--- config.mk ---
export PLATFORM = sky130hd
export DESIGN_NAME = pal_first_hit
export DESIGN_NICKNAME = d
export VERILOG_FILES = /design/src/hw/rtl/pal_pkg.sv /design/src/hw/rtl/pal_first_hit.sv
export SDC_FILE = /design/constraint.sdc
export NUM_CORES = 1
export LEC_CHECK = 0
export BUFFER_PORTS_ARGS = -buffer_cell sky130_fd_sc_hd__buf_2
export CORE_MARGIN = 8
export CORE_UTILIZATION = 33
export DETAILED_ROUTE_END_ITERATION = 10
export PLACE_DENSITY = 0.6
export SLEW_MARGIN = 20
export SYNTH_ARGS = -nofsm -noshare
export SYNTH_HDL_FRONTEND = slang
export SYNTH_SLANG_ARGS = --single-unit
--- constraint.sdc ---
create_clock -name vclk -period 4
set_input_delay 0.8 -clock vclk [all_inputs]
set_output_delay 0.8 -clock vclk [all_outputs]
set_load 0.02 [all_outputs]
--- src/hw/rtl/pal_pkg.sv ---
// shared constants and types for the positional array list
package pal_pkg;

	localparam int DEPTH = 64;
	localparam int KEY_W = 32;
	localparam int PAY_W = 32;
	localparam int POS_W = 7;
	localparam int IDX_W = $clog2(DEPTH);
	localparam int CNT_W = $clog2(DEPTH + 1);

	localparam logic [1:0] ACT_APPEND = 2'd0;
	localparam logic [1:0] ACT_INSERT = 2'd1;
	localparam logic [1:0] ACT_REMOVE = 2'd2;
	localparam logic [1:0] ACT_SEARCH = 2'd3;

	// broadcast to every cell of the chain
	typedef struct packed {
		logic             ins;
		logic             rem;
		logic [IDX_W-1:0] idx;
	} cell_ctl_t;

endpackage

--- src/hw/rtl/pal_first_hit.sv ---
// one-based position of the lowest set bit of the hit vector, zero when none
module pal_first_hit (
	input  logic [pal_pkg::DEPTH-1:0] hits,
	output logic [pal_pkg::CNT_W-1:0] first_pos
);
	import pal_pkg::*;

	logic [DEPTH-1:0] lowest;

	assign lowest = hits & (~hits + DEPTH'(1));

	always_comb begin
		first_pos = '0;
		for (int i = 0; i < DEPTH; i++) begin
			if (lowest[i]) begin
				first_pos = first_pos | CNT_W'(i + 1);
			end
		end
	end

endmodule

---- Word level (Yosys, flattened, before mapping) ----
Index checks and enable logic that the tools add are counted.
storage, ports and cells
  register bits after elaboration ......... 0
  bits of input ports ..................... 64
  output and inout bits ................... 7
  logic and storage cells ................. 67
operators by class
  $add $sub $neg .......................... 1
  mux-type cells .......................... 64
  bitwise operators ....................... 2
operators with widths
  kind                                           count
  2-to-1 mux 6 bit                               32
  2-to-1 mux 5 bit                               16
  adder 64 x 1 -> 64 bit, second input constant  1
  bitwise AND 64 bit                             1
  NOT 64 bit                                     1
  2-to-1 mux 4 bit                               8
  2-to-1 mux 3 bit                               4
  2-to-1 mux 7 bit                               1
  2-to-1 mux 2 bit                               2
  2-to-1 mux 1 bit                               1

---- Logic depth before layout (Yosys ltp) ----
  depth in word-level cells ............... 67
  mapped depth ............................ 7
  depth with buffers taken out ............ 7

---- Worst setup path after synthesis ----
OpenSTA, ideal clock, no wires.
  kind .................................... input port to output port
  start point ............................. input hits[12] (netlist bit)
  end point ............................... output first_pos[6] (netlist bit)
  arrival time ............................ 2569 ps
  data required time ...................... 3200 ps
  path slack .............................. 631 ps
  stages on the path ...................... 5
  path through ............................ nor4_4 -> nand4_4 -> nor3_4 -> nand3_4 -> nor4b_1
on the way
  longest elaborated chain between the ends .. 4
RTL lines
  item                    RTL line             text
  start: declaration      pal_first_hit.sv:3   input logic [pal_pkg::DEPTH-1:0] hits,
  NOT 64 bit              pal_first_hit.sv:10  assign lowest = hits & (~hits + DEPTH'(1));
  adder 64 x 1 -> 64 bit  pal_first_hit.sv:10
  bitwise AND 64 bit      pal_first_hit.sv:10
  2-to-1 mux 7 bit        pal_first_hit.sv:15  if (lowest[i]) begin
  end: declaration        pal_first_hit.sv:4   output logic [pal_pkg::CNT_W-1:0] first_pos
Every way passes these cells.

---- Worst setup path after layout ----
  start point ............................. input hits[12] (netlist bit)
  end point ............................... output first_pos[5] (netlist bit)
on the way
  longest elaborated chain between the ends .. 36
RTL lines
  item                             RTL line
  NOT 64 bit (*)                   pal_first_hit.sv:10
  adder 64 x 1 -> 64 bit (*)       pal_first_hit.sv:10
  bitwise AND 64 bit (*)           pal_first_hit.sv:10
  2-to-1 mux 6 bit (31 in series)  pal_first_hit.sv:15
  2-to-1 mux 6 bit (*)             pal_first_hit.sv:15
  2-to-1 mux 7 bit (*)             pal_first_hit.sv:15
Every way passes the cells marked *; elsewhere a longest branch is shown, timed or not.

==> metrics.txt <==
status finished, final reports clean; Die Width between 70 and 80 um; vias in the first global route approximately 1800; average wire per standard cell around 16 um; CTS Hold Bufs 0; Tcrit/Tclk final between 90% and 100%; core area 3660 um2; final setup fails 0; Detail Placement HPWL ~4500 um; crit path time final 3.64 ns; initial antenna violation count 0; post-synthesis xor/xnor area fraction 0%; Worst setup SP type primary input; Hold Startpoint hits[63]; RSZ-0062 raised after global routing false; row cnt 22; DR iter-0 viols 108; IO Count between 70 and 80; Initial DRT Pass Iterations 4; register area 0 um2; first-pass GRT wire length between 8000 and 9000 um; crit end category output port; Final Util about 47%; area leader, netlist nor2_1; Routed Antenna Nets 0; die area between 6000 and 7000 um2; Hold WS 1.92 ns; Hold Path Stages 4; placed cell area about 1700 um2; Fin Setup TNS 0 ns; DR vias/cell between 5 and 6; Max VDD drop 0.0000293 V; All-Layer GR Usage approximately 16%; Worst Setup Slack, final 0.356 ns; Crit path required time about 3.2 ns; Final nets between 300 and 400; CP Max Fanout 9; Mean Syn Cell Area around 6.3 um2; share of layout cells above drive strength 1 between 30% and 40%; Hold Crit Class in2out; Compound-Gate Fraction of Synth Area 31.8%; top-area cell type share of the netlist area between 10% and 20%; Initial Util between 30% and 40%; Hold Vio Cnt, Final 0; most frequent cell after synthesis nor2_1; met3 wire length just over 400 um; n_diodes 0; critical path's slowest cell nor4_2; largest net degree at the start of global routing 11; Worst Tran Pin Value between 0.5 and 0.6 ns; Seq/Total Area, Yosys 0%; Power Dens Cells ~64 nW/um2; Layout area overhead 35.2%; clkbuf count 0; count of different cell masters after synthesis between 40 and 50; most frequent cells after synthesis 37 x nor2_1, 12 x nor3_1, 12 x o21ai_0; fmax 0.274 GHz; Synth Area in Adders 0%; Final Max Slew Viols 0; met2 WL roughly 2300 um; RePlAce Congestion approximately 0.94; Cells after Synth 201; WL final about 5200 um; Synth Area in Simple Gates 65.3%; max layer used met3; Setup Buffers After CTS 0; max-cap violations 0; number of fill cells in the layout 416; largest cells by area after synthesis nor2_1 11%, nor3_4 5.1%, nor3_1 4.7%; slowest stage delay, CP 0.45 ns; Synth Warn # 0; Lkg Pwr around 0.00072 uW; total congestion overflow 0; main combinational cell family by area after synthesis simple AND/OR/NAND/NOR gates; Synth Cell Area ~1300 um2; CTS resizes 0; ordered list of cells on the worst path buf_2 -> nor4_4 -> nand4_4 -> nor4_2 -> and4b_1 -> a21oi_1 -> a21boi_1 -> o2111ai_1 -> buf_2; mux cell area share after synthesis 0%; Synthesized Nets about 270; hold endpoint first_pos[6]; WP data arrival 2.84 ns; Max-slew headroom about 65%; DRC 0; Port-buffer cells 71; Seq cells 0; Metal-1 WL between 2000 and 2500 um; via count 1847; Die Span Y slightly below 80 um; Place WS 0.361 ns; Most Frequent Cell on Critical Path buf_2; Crit Path Class in2out; Design Area, Final 1710 um2
area by class of cell:
type / instances / area [um2] / area share (%)
inverter: 10 / 37.5 / 2.19
multi-input combinational: 191 / 1230 / 71.8
tap: 48 / 60.1 / 3.51
timing repair buffer: 75 / 385 / 22.5
logic make-up (layout without fill, tap and decap cells):
logic type	count (synthesis)	after routing
simple gates	130	130
buf+inv	10	85
compound gates	61	61
stage by stage:
stage	power, uW	cells
final	110	324
after global routing	120	324
after CTS	110	324
after detailed placement	109	324
after global placement	109	324
after floorplan	41.5	201
critical path: cells and delay by family:
kind,cells,cell delay (ns)
simple gates,4,1.38
buf+inv,2,0.33
compound gates,3,0.32
power breakdown:
| group | internal (uW) | leakage, uW | switching [uW] |
|---|---|---|---|
| Clock | 0 | 0 | 0 |
| Sequential | 0 | 0 | 0 |
| Combinational | 45.7 | 0.000724 | 64.0 |
per-layer routing:
metal / vias up / GRT usage [%]
li1: 956 / -
met1: 816 / 21.5
met2: 75 / 26.8
met3: 0 / 3.11
met4: 0 / 0.370
met5: - / 0
worst max-delay path by stage:
stage / from / slack, ns / to
CTS: hits[12] / 0.36 / first_pos[5]
floorplan: hits[12] / 0.63 / first_pos[6]
global route: hits[12] / 0.21 / first_pos[5]
finish: hits[12] / 0.36 / first_pos[5]
detailed placement: hits[12] / 0.36 / first_pos[5]
global placement: hits[12] / 0.37 / first_pos[5]
cell usage in the layout, fill, tap and decap left out, types with 5 or more instances in the layout:
cell type	netlist	routed
a21oi_1	11	11
buf_2	0	71
o21ai_0	12	12
nor4_1	8	8
nand3_1	9	9
nand4_1	7	7
nor2_1	37	37
nand2b_1	5	5
nor3_1	12	12
nand2_1	10	10
a31oi_1	7	7
inv_1	10	10
No activity file was read; power rests on OpenSTA's default activity.
